`src/mlt_pkg.sv`:
```
// Shared types and constants of the MAC learning table.
package mlt_pkg;

	localparam int ENTRIES     = 8;
	localparam int IDX_W       = (ENTRIES > 1) ? $clog2(ENTRIES) : 1;
	localparam int MAX_RESULTS = 8;
	localparam int CNT_W       = $clog2(MAX_RESULTS + 1);
	localparam int MAC_W       = 48;
	localparam int TICK_W      = 32;
	localparam int SLOT_W      = 7;
	localparam int BASE_W      = 4;
	localparam int GROUP_BIT   = 40;

	localparam logic [1:0] OP_LEARN  = 2'd0;
	localparam logic [1:0] OP_LOOKUP = 2'd1;
	localparam logic [1:0] OP_AGE    = 2'd2;

	localparam logic [1:0] KIND_LOOKUP  = 2'd0;
	localparam logic [1:0] KIND_PROGRAM = 2'd1;
	localparam logic [1:0] KIND_CLEAR   = 2'd2;

	localparam logic [1:0] REG_OWN_MAC     = 2'd0;
	localparam logic [1:0] REG_AGE_LIMIT   = 2'd1;
	localparam logic [1:0] REG_SLOT_BASE   = 2'd2;
	localparam logic [1:0] REG_SWITCH_MODE = 2'd3;

	localparam logic [1:0] MASK_FLOOD = 2'b11;
	localparam logic [1:0] MASK_PORT1 = 2'b01;
	localparam logic [1:0] MASK_PORT2 = 2'b10;

	localparam logic [TICK_W-1:0] AGE_LIMIT_RST = 32'd300000;

	typedef struct packed {
		logic [1:0]        operation;
		logic [MAC_W-1:0]  mac;
		logic              ingress_port;
		logic [TICK_W-1:0] now_tick;
	} item_t;

	typedef struct packed {
		logic [1:0]        kind;
		logic [SLOT_W-1:0] hw_slot;
		logic [MAC_W-1:0]  slot_mac;
		logic              slot_port;
		logic [1:0]        egress_mask;
		logic              last;
	} result_t;

	typedef struct packed {
		logic [MAC_W-1:0]  mac;
		logic              port;
		logic [TICK_W-1:0] stamp;
	} entry_t;

	localparam int ENTRY_W = $bits(entry_t);

	typedef struct packed {
		logic              match;
		logic              stale;
		logic              older;
		logic [TICK_W-1:0] age;
	} cmp_res_t;

endpackage

```
`src/mlt_ram.sv`:
```
// Generic single-write, single-read RAM with registered read data.
module mlt_ram #(
	parameter int WIDTH = 8,
	parameter int DEPTH = 8
) (
	input  logic                                         clk,
	input  logic                                         we,
	input  logic [((DEPTH > 1) ? $clog2(DEPTH) : 1)-1:0] waddr,
	input  logic [WIDTH-1:0]                             wdata,
	input  logic [((DEPTH > 1) ? $clog2(DEPTH) : 1)-1:0] raddr,
	output logic [WIDTH-1:0]                             rdata
);

	logic [WIDTH-1:0] mem [DEPTH];

	always_ff @(posedge clk) begin
		if (we) begin
			mem[waddr] <= wdata;
		end
		rdata <= mem[raddr];
	end

endmodule

```
`src/mlt_cmp.sv`:
```
// Shared compare unit: key match, tick age, staleness and LRU order for one entry.
module mlt_cmp (
	input  logic                         valid,
	input  mlt_pkg::entry_t              entry,
	input  logic [mlt_pkg::MAC_W-1:0]    key_mac,
	input  logic [mlt_pkg::TICK_W-1:0]   now_tick,
	input  logic [mlt_pkg::TICK_W-1:0]   age_limit,
	input  logic [mlt_pkg::TICK_W-1:0]   lru_age,
	output mlt_pkg::cmp_res_t            res
);

	logic [mlt_pkg::TICK_W-1:0] age;

	// age wraps modulo 2^32
	assign age = now_tick - entry.stamp;

	always_comb begin
		res.match = valid && (entry.mac == key_mac);
		res.stale = valid && (age > age_limit);
		res.older = (age >= lru_age);
		res.age   = age;
	end

endmodule

```
`src/mac_learning_table.sv`:
```
// Top level of the MAC learning table: config registers, entry sweep sequencer, results.
//
//  channel   | handshake          | payload        | notes
//  ----------+--------------------+----------------+------------------------------
//  item in   | start, busy        | item (item_t)  | taken when start & !busy
//  result    | result_stb         | result         | one-cycle strobe per word, no stall
//  config    | cfg_we             | cfg_index/data | taken on any cycle cfg_we is high
//
// Learn, lookup and age walk the entry RAM through its one read port: an address
// state and a compare state per entry, then a finish state; a match ends learn
// and lookup early. Filtered items (group, own-MAC learn, endpoint mode, unknown
// code) skip the walk. Reset clears the valid bits at once; no clearing pass.
// Results cannot be held off by the receiver.
module mac_learning_table (
	input  logic                         clk,
	input  logic                         arst_n,
	input  logic                         start,
	output logic                         busy,
	input  mlt_pkg::item_t               item,
	output logic                         result_stb,
	output mlt_pkg::result_t             result,
	input  logic                         cfg_we,
	input  logic [1:0]                   cfg_index,
	input  logic [mlt_pkg::MAC_W-1:0]    cfg_data
);

	typedef enum logic [1:0] {ST_IDLE, ST_READ, ST_EVAL, ST_DONE} state_t;

	state_t state_q;

	logic [mlt_pkg::MAC_W-1:0]  own_mac_q;
	logic [mlt_pkg::TICK_W-1:0] age_limit_q;
	logic [mlt_pkg::BASE_W-1:0] slot_base_q;
	logic                       switch_mode_q;

	logic [1:0]                 op_q;
	logic [mlt_pkg::MAC_W-1:0]  mac_q;
	logic                       port_q;
	logic [mlt_pkg::TICK_W-1:0] now_q;

	logic [mlt_pkg::ENTRIES-1:0] valid_q;
	logic [mlt_pkg::IDX_W-1:0]   idx_q;
	logic                        cand_found_q;
	logic [mlt_pkg::IDX_W-1:0]   cand_q;
	logic [mlt_pkg::IDX_W-1:0]   lru_q;
	logic [mlt_pkg::TICK_W-1:0]  lru_age_q;
	logic [1:0]                  mask_q;
	logic [mlt_pkg::CNT_W-1:0]   cnt_q;
	logic                        pend_q;
	logic [mlt_pkg::IDX_W-1:0]   pend_idx_q;

	logic                        stb_q;
	mlt_pkg::result_t            result_q;

	mlt_pkg::entry_t             rd_entry;
	mlt_pkg::entry_t             wr_entry;
	logic                        ram_we;
	logic [mlt_pkg::IDX_W-1:0]   ram_waddr;
	mlt_pkg::cmp_res_t           cmp;

	logic                        accept;
	logic                        filtered;
	logic                        last_idx;
	logic [mlt_pkg::IDX_W-1:0]   fill_idx;

	assign accept   = start && (state_q == ST_IDLE);
	assign filtered = !switch_mode_q || item.mac[mlt_pkg::GROUP_BIT] || (item.mac == own_mac_q);
	assign last_idx = (idx_q == mlt_pkg::IDX_W'(mlt_pkg::ENTRIES - 1));
	assign fill_idx = cand_found_q ? cand_q : lru_q;

	function automatic logic [mlt_pkg::SLOT_W-1:0] hw_slot_of(
		input logic [mlt_pkg::BASE_W-1:0] base,
		input logic [mlt_pkg::IDX_W-1:0]  idx
	);
		return mlt_pkg::SLOT_W'(base) + mlt_pkg::SLOT_W'(idx);
	endfunction

	// entry write: refresh on a learn hit, fill at the end of a learn miss
	always_comb begin
		wr_entry.mac   = mac_q;
		wr_entry.port  = port_q;
		wr_entry.stamp = now_q;
		ram_we    = 1'b0;
		ram_waddr = idx_q;
		if (op_q == mlt_pkg::OP_LEARN) begin
			if (state_q == ST_EVAL && cmp.match) begin
				ram_we = 1'b1;
			end else if (state_q == ST_DONE) begin
				ram_we    = 1'b1;
				ram_waddr = fill_idx;
			end
		end
	end

	mlt_ram #(
		.WIDTH (mlt_pkg::ENTRY_W),
		.DEPTH (mlt_pkg::ENTRIES)
	) u_ram (
		.clk   (clk),
		.we    (ram_we),
		.waddr (ram_waddr),
		.wdata (wr_entry),
		.raddr (idx_q),
		.rdata (rd_entry)
	);

	mlt_cmp u_cmp (
		.valid     (valid_q[idx_q]),
		.entry     (rd_entry),
		.key_mac   (mac_q),
		.now_tick  (now_q),
		.age_limit (age_limit_q),
		.lru_age   (lru_age_q),
		.res       (cmp)
	);

	// configuration registers
	always_ff @(posedge clk or negedge arst_n) begin
		if (!arst_n) begin
			own_mac_q     <= '0;
			age_limit_q   <= mlt_pkg::AGE_LIMIT_RST;
			slot_base_q   <= '0;
			switch_mode_q <= 1'b1;
		end else if (cfg_we) begin
			case (cfg_index)
				mlt_pkg::REG_OWN_MAC:     own_mac_q     <= cfg_data;
				mlt_pkg::REG_AGE_LIMIT:   age_limit_q   <= cfg_data[mlt_pkg::TICK_W-1:0];
				mlt_pkg::REG_SLOT_BASE:   slot_base_q   <= cfg_data[mlt_pkg::BASE_W-1:0];
				mlt_pkg::REG_SWITCH_MODE: switch_mode_q <= cfg_data[0];
				default: ;
			endcase
		end
	end

	// sequencer
	always_ff @(posedge clk or negedge arst_n) begin
		if (!arst_n) begin
			state_q      <= ST_IDLE;
			op_q         <= mlt_pkg::OP_LEARN;
			mac_q        <= '0;
			port_q       <= 1'b0;
			now_q        <= '0;
			valid_q      <= '0;
			idx_q        <= '0;
			cand_found_q <= 1'b0;
			cand_q       <= '0;
			lru_q        <= '0;
			lru_age_q    <= '0;
			mask_q       <= mlt_pkg::MASK_FLOOD;
			cnt_q        <= '0;
			pend_q       <= 1'b0;
			pend_idx_q   <= '0;
			stb_q        <= 1'b0;
			result_q     <= '0;
		end else begin
			stb_q <= 1'b0;
			case (state_q)
				ST_IDLE: begin
					if (accept) begin
						op_q         <= item.operation;
						mac_q        <= item.mac;
						port_q       <= item.ingress_port;
						now_q        <= item.now_tick;
						idx_q        <= '0;
						cand_found_q <= 1'b0;
						cand_q       <= '0;
						lru_q        <= '0;
						lru_age_q    <= '0;
						mask_q       <= mlt_pkg::MASK_FLOOD;
						cnt_q        <= '0;
						pend_q       <= 1'b0;
						case (item.operation)
							mlt_pkg::OP_LEARN: begin
								if (!filtered) begin
									state_q <= ST_READ;
								end
							end
							mlt_pkg::OP_LOOKUP: begin
								if (!switch_mode_q) begin
									mask_q  <= mlt_pkg::MASK_PORT1;
									state_q <= ST_DONE;
								end else if (item.mac[mlt_pkg::GROUP_BIT]) begin
									state_q <= ST_DONE;
								end else begin
									state_q <= ST_READ;
								end
							end
							mlt_pkg::OP_AGE: begin
								if (switch_mode_q) begin
									state_q <= ST_READ;
								end
							end
							default: ;
						endcase
					end
				end
				ST_READ: begin
					state_q <= ST_EVAL;
				end
				ST_EVAL: begin
					state_q <= last_idx ? ST_DONE : ST_READ;
					idx_q   <= idx_q + mlt_pkg::IDX_W'(1);
					case (op_q)
						mlt_pkg::OP_LEARN: begin
							if (cmp.match) begin
								// known node: stamp refreshed by the RAM write
								state_q <= ST_IDLE;
								if (rd_entry.port != port_q) begin
									stb_q                <= 1'b1;
									result_q.kind        <= mlt_pkg::KIND_PROGRAM;
									result_q.hw_slot     <= hw_slot_of(slot_base_q, idx_q);
									result_q.slot_mac    <= mac_q;
									result_q.slot_port   <= port_q;
									result_q.egress_mask <= 2'b00;
									result_q.last        <= 1'b1;
								end
							end else if (!cand_found_q) begin
								if (!valid_q[idx_q] || cmp.stale) begin
									cand_found_q <= 1'b1;
									cand_q       <= idx_q;
								end else if (cmp.older) begin
									lru_age_q <= cmp.age;
									lru_q     <= idx_q;
								end
							end
						end
						mlt_pkg::OP_LOOKUP: begin
							if (cmp.match) begin
								mask_q  <= rd_entry.port ? mlt_pkg::MASK_PORT2 : mlt_pkg::MASK_PORT1;
								state_q <= ST_DONE;
							end
						end
						mlt_pkg::OP_AGE: begin
							if (cmp.stale && cnt_q < mlt_pkg::CNT_W'(mlt_pkg::MAX_RESULTS)) begin
								valid_q[idx_q] <= 1'b0;
								cnt_q          <= cnt_q + mlt_pkg::CNT_W'(1);
								pend_q         <= 1'b1;
								pend_idx_q     <= idx_q;
								// a later stale entry makes the held clear not the last word
								if (pend_q) begin
									stb_q                <= 1'b1;
									result_q.kind        <= mlt_pkg::KIND_CLEAR;
									result_q.hw_slot     <= hw_slot_of(slot_base_q, pend_idx_q);
									result_q.slot_mac    <= '0;
									result_q.slot_port   <= 1'b0;
									result_q.egress_mask <= 2'b00;
									result_q.last        <= 1'b0;
								end
							end
						end
						default: state_q <= ST_IDLE;
					endcase
				end
				ST_DONE: begin
					state_q <= ST_IDLE;
					case (op_q)
						mlt_pkg::OP_LEARN: begin
							valid_q[fill_idx]    <= 1'b1;
							stb_q                <= 1'b1;
							result_q.kind        <= mlt_pkg::KIND_PROGRAM;
							result_q.hw_slot     <= hw_slot_of(slot_base_q, fill_idx);
							result_q.slot_mac    <= mac_q;
							result_q.slot_port   <= port_q;
							result_q.egress_mask <= 2'b00;
							result_q.last        <= 1'b1;
						end
						mlt_pkg::OP_LOOKUP: begin
							stb_q                <= 1'b1;
							result_q.kind        <= mlt_pkg::KIND_LOOKUP;
							result_q.hw_slot     <= '0;
							result_q.slot_mac    <= '0;
							result_q.slot_port   <= 1'b0;
							result_q.egress_mask <= mask_q;
							result_q.last        <= 1'b1;
						end
						mlt_pkg::OP_AGE: begin
							if (pend_q) begin
								stb_q                <= 1'b1;
								result_q.kind        <= mlt_pkg::KIND_CLEAR;
								result_q.hw_slot     <= hw_slot_of(slot_base_q, pend_idx_q);
								result_q.slot_mac    <= '0;
								result_q.slot_port   <= 1'b0;
								result_q.egress_mask <= 2'b00;
								result_q.last        <= 1'b1;
							end
						end
						default: ;
					endcase
				end
				default: state_q <= ST_IDLE;
			endcase
		end
	end

	assign busy       = (state_q != ST_IDLE);
	assign result_stb = stb_q;
	assign result     = result_q;

endmodule
```
`config.mk`:
```
export PLATFORM = sky130hd
export DESIGN_NAME = mac_learning_table
export DESIGN_NICKNAME = d
export VERILOG_FILES = /design/src/mlt_pkg.sv /design/src/mlt_ram.sv /design/src/mlt_cmp.sv /design/src/mac_learning_table.sv
export SDC_FILE = /design/constraint.sdc
export NUM_CORES = 1
export LEC_CHECK = 0
export BUFFER_PORTS_ARGS = -buffer_cell sky130_fd_sc_hd__buf_2
export CORE_ASPECT_RATIO = 0.8
export CORE_MARGIN = 10
export CORE_UTILIZATION = 45
export CTS_CLUSTER_SIZE = 16
export DETAILED_ROUTE_END_ITERATION = 10
export PLACE_DENSITY = 0.64
export SYNTH_ARGS = -nofsm -noshare
export SYNTH_HDL_FRONTEND = slang
export SYNTH_SLANG_ARGS = --single-unit
```
`constraint.sdc`:
```
create_clock -name clk -period 8.5 [get_ports clk]
set_clock_uncertainty 0.1 [all_clocks]
set_input_delay 2.55 -clock clk [delete_from_list [all_inputs] [get_ports clk]]
set_output_delay 2.55 -clock clk [all_outputs]
set_load 0.02 [all_outputs]
```
==> metrics <==
count of nets left with antenna violations after detail routing 0; cell chosen for the clock root sky130_fd_sc_hd__clkbuf_16; largest family of logic cells by synthesized area compound AO/OA/AOI/OAI gates; crit-path max FO 53; Antenna Cells 0; Nets 3,395; Die ar. 103,000 um2; Worst EP required 8.96 ns; Placer Congestion 0.916; number of maximum-capacitance constraint violations 0; Ports 200; clock input transition at the sequential cells of the worst setup and hold paths 0.07 ns; async set or reset register ratio after synthesis 28.5%; maximum number of pins on one net before global-route repair 178; post-synthesis share of cell area spent on and, or, nand and nor gates 7.66%; cell chain of the critical path ha_1, o21a_1, o31a_1, o21ai_0, o31a_1, o21ai_1, a21oi_1, o311ai_0, ha_1, nand4_1, nor4_1, and3_1, a31oi_1, o21ai_1, a21bo_4, buf_4, mux2_4; vias per inst 5.73; insertion delay of the later-clocked pin in the worst-skew pair 0.67 ns; final slew viol count 0; share of synthesized cell area in full adder, half adder and majority cells 3.63%; width of the die 355 um; ratio of total power to cell area 375 nW/um2; fraction of synthesized cell area in xor and xnor cells 2.85%; TritonCTS Buffers 94; Starting DRT DRC Count 2,432; flip-flop and latch area 28,400 um2; leading cell types in the layout, fill and taps excluded sky130_fd_sc_hd__edfxtp_1 (648), sky130_fd_sc_hd__nand2_1 (407), sky130_fd_sc_hd__a22oi_1 (327), sky130_fd_sc_hd__dfrtp_1 (279), sky130_fd_sc_hd__buf_2 (196); overall overflow remaining after global route 0; path class of the lowest-slack min-delay path reg -> reg; total number of placement rows 98; number of synthesized register bits 1,019; Gates resized, CTS repair 0; mux contribution to synthesized area 2.66%; count of clock tree sinks 1,019; DR pass1 iterations 5; first-pass GRT wire length 165 mm; final count of negative-setup-slack endpoints 0; crit start category flop; fraction of the mapped netlist area in compound gates 10.7%; final core occ 51.5%; Yosys Warn Count 0; TritonCTS clock tree yes; Multi-input gate area 11,300 um2; maximum frequency from static timing analysis 0.153 GHz; post-placement cell count 4,247; number of global-route vias before repair 25,900; worst endpoint data arrival time 7.01 ns; slowest stage cell on the critical path sky130_fd_sc_hd__o311ai_0; Max IR drop VDD 0.196 mV; vias post-DR 25,400; Finished Layout Cells 4,424; most common cell after layout, fill and taps aside sky130_fd_sc_hd__edfxtp_1; share of the clock period used by the worst path 77.0%; GR Util All Layers 21.2%; Critical Path Sink Type flop; wirelength, routed 110 mm; routed wire length per instance 24.9 um; Setup TNS Final 0 ns; number of enable flip-flop cells after synthesis 648; antenna violations before repair 1; worst stage delay on the critical path 0.72 ns; unique cell type count in the Yosys netlist 66; Avg Synthesized Cell Area 13.8 um2; standard cell core area 89,400 um2; RSZ-0062 raised after global routing false; final hold violation count 0; area overhead of the layout relative to synthesis 13.7%; count of port buffers added during placement 197; count of unresolved DRC violations after routing 0; share of post-route cells with drive strength above 1 16.0%; postcts setup bufs 0; maximum number of buffers from clock root to sink 3; Max H-tree Level 3; DP Worst Slack 1.91 ns; most used flip-flop cell after synthesis sky130_fd_sc_hd__edfxtp_1; Final HPWL DP 68.7 mm; Initial Util 45.3%; cells after synthesis 2,942; critical path class reg -> reg; cell area after synthesis 40,500 um2; Die Span Y 288 um; post-layout min period 6.55 ns; count of filler cells inserted in the layout 7,440; Leakage Power 17.5 nW; Slew HR 22.7%; run status finished, final reports clean; Worst Tran Pin Value 1.15 ns; smallest setup slack after layout 1.95 ns; worst hold slack across all endpoints 0.363 ns; Hold-fix buffers, CTS 0; sequential area share after synthesis 70.0%
[critical path: cells and delay by family, from the launching register on]
| family | cells | cell delay (ns) |
|---|---|---|
| compound gates | 10 | 3.67 |
| simple gates | 3 | 0.74 |
| fa+ha+maj | 2 | 0.67 |
| flops | 1 | 0.50 |
| buf+inv | 1 | 0.41 |
| mux | 1 | 0.33 |
[final cells by class]
type	count	share of cell area [%]
multi-input combinational	1664	24.5
timing repair buffer	244	2.96
clock buffer	125	5.55
sequential	1019	61.5
clock inverter	52	1.16
tap	1200	3.26
inverter	120	0.978
[layer usage]
metal	up-vias	global-route usage [%]	routed length, um
met3	153	3.98	7510
met4	0	6.00	2740
met5	-	0	0
met2	887	35.5	53800
met1	12900	28.1	46000
li1	11400	-	-
[cells in the mapped netlist, drive strengths merged (10+ instances only)]
library cell / instances / area share (%)
a22o: 36 / 0.78
o21ai: 130 / 1.6
ha: 111 / 3.4
dfstp: 11 / 0.71
xor2: 63 / 1.4
buf: 18 / 0.24
dfxtp: 81 / 4.0
a211oi: 15 / 0.28
edfxtp: 648 / 48
nand2: 408 / 3.8
a21oi: 58 / 0.72
a21o: 13 / 0.24
nor2b: 10 / 0.15
nand3: 24 / 0.30
nand4: 108 / 1.7
mux2: 89 / 2.5
nor3: 16 / 0.21
a22oi: 327 / 6.1
nand2b: 10 / 0.15
clkbuf: 122 / 1.1
dfrtp: 279 / 17
inv: 120 / 1.1
nor4: 20 / 0.35
xnor2: 69 / 1.5
nor2: 70 / 0.65
[flip-flops by register name, summed over array words and instances (netlist names)]
name and count:
now_q 32, pend_q 1, cand_q 3, cnt_q 4
u_ram.mem 648, mask_q 2, pend_idx_q 3, lru_age_q 32
slot_base_q 4, state_q 2, port_q 1, u_ram.rdata 81
mac_q 48, idx_q 3, lru_q 3, age_limit_q 32
result_stb 1, own_mac_q 48, op_q 2, cand_found_q 1
switch_mode_q 1, result 59, valid_q 8
[metrics by stage]
step,cell area [um2],power [W]
final,46100,0.0173
after global routing,46100,0.0183
after CTS,46100,0.0173
after detailed placement,43000,0.0131
after global placement,43000,0.0129
after floorplan,40500,0.0110
[final timing paths]
| check | cells after the start | to | slack [ns] | startpoint |
|---|---|---|---|---|
| min in group asynchronous | 1 | now_q[2] | 1.87 | arst_n |
| max reg2reg | 17 | result[59] | 1.95 | now_q[2] |
| max | 17 | result[59] | 1.95 | now_q[2] |
| min | 2 | u_ram.rdata[36] | 0.36 | u_ram.mem[6][36] |
| max in group asynchronous | 2 | result[29] | 4.84 | arst_n |
| min reg2reg | 2 | u_ram.rdata[36] | 0.36 | u_ram.mem[6][36] |
[where the power goes]
part	switching [W]	internal (W)
Sequential	0.000984	0.00640
Combinational	0.00353	0.00213
Clock	0.00186	0.00238
Total	0.00637	0.0109
[cell families after synthesis]
group,after synthesis
AOI/OAI and AO/OA,630
buffers and inverters,260
xor gates and xnor gates,132
and+or+nand+nor,690
muxes,95
other,1
adders and majority gates,115
DFF,1019
(Power assumes the default switching activity.)
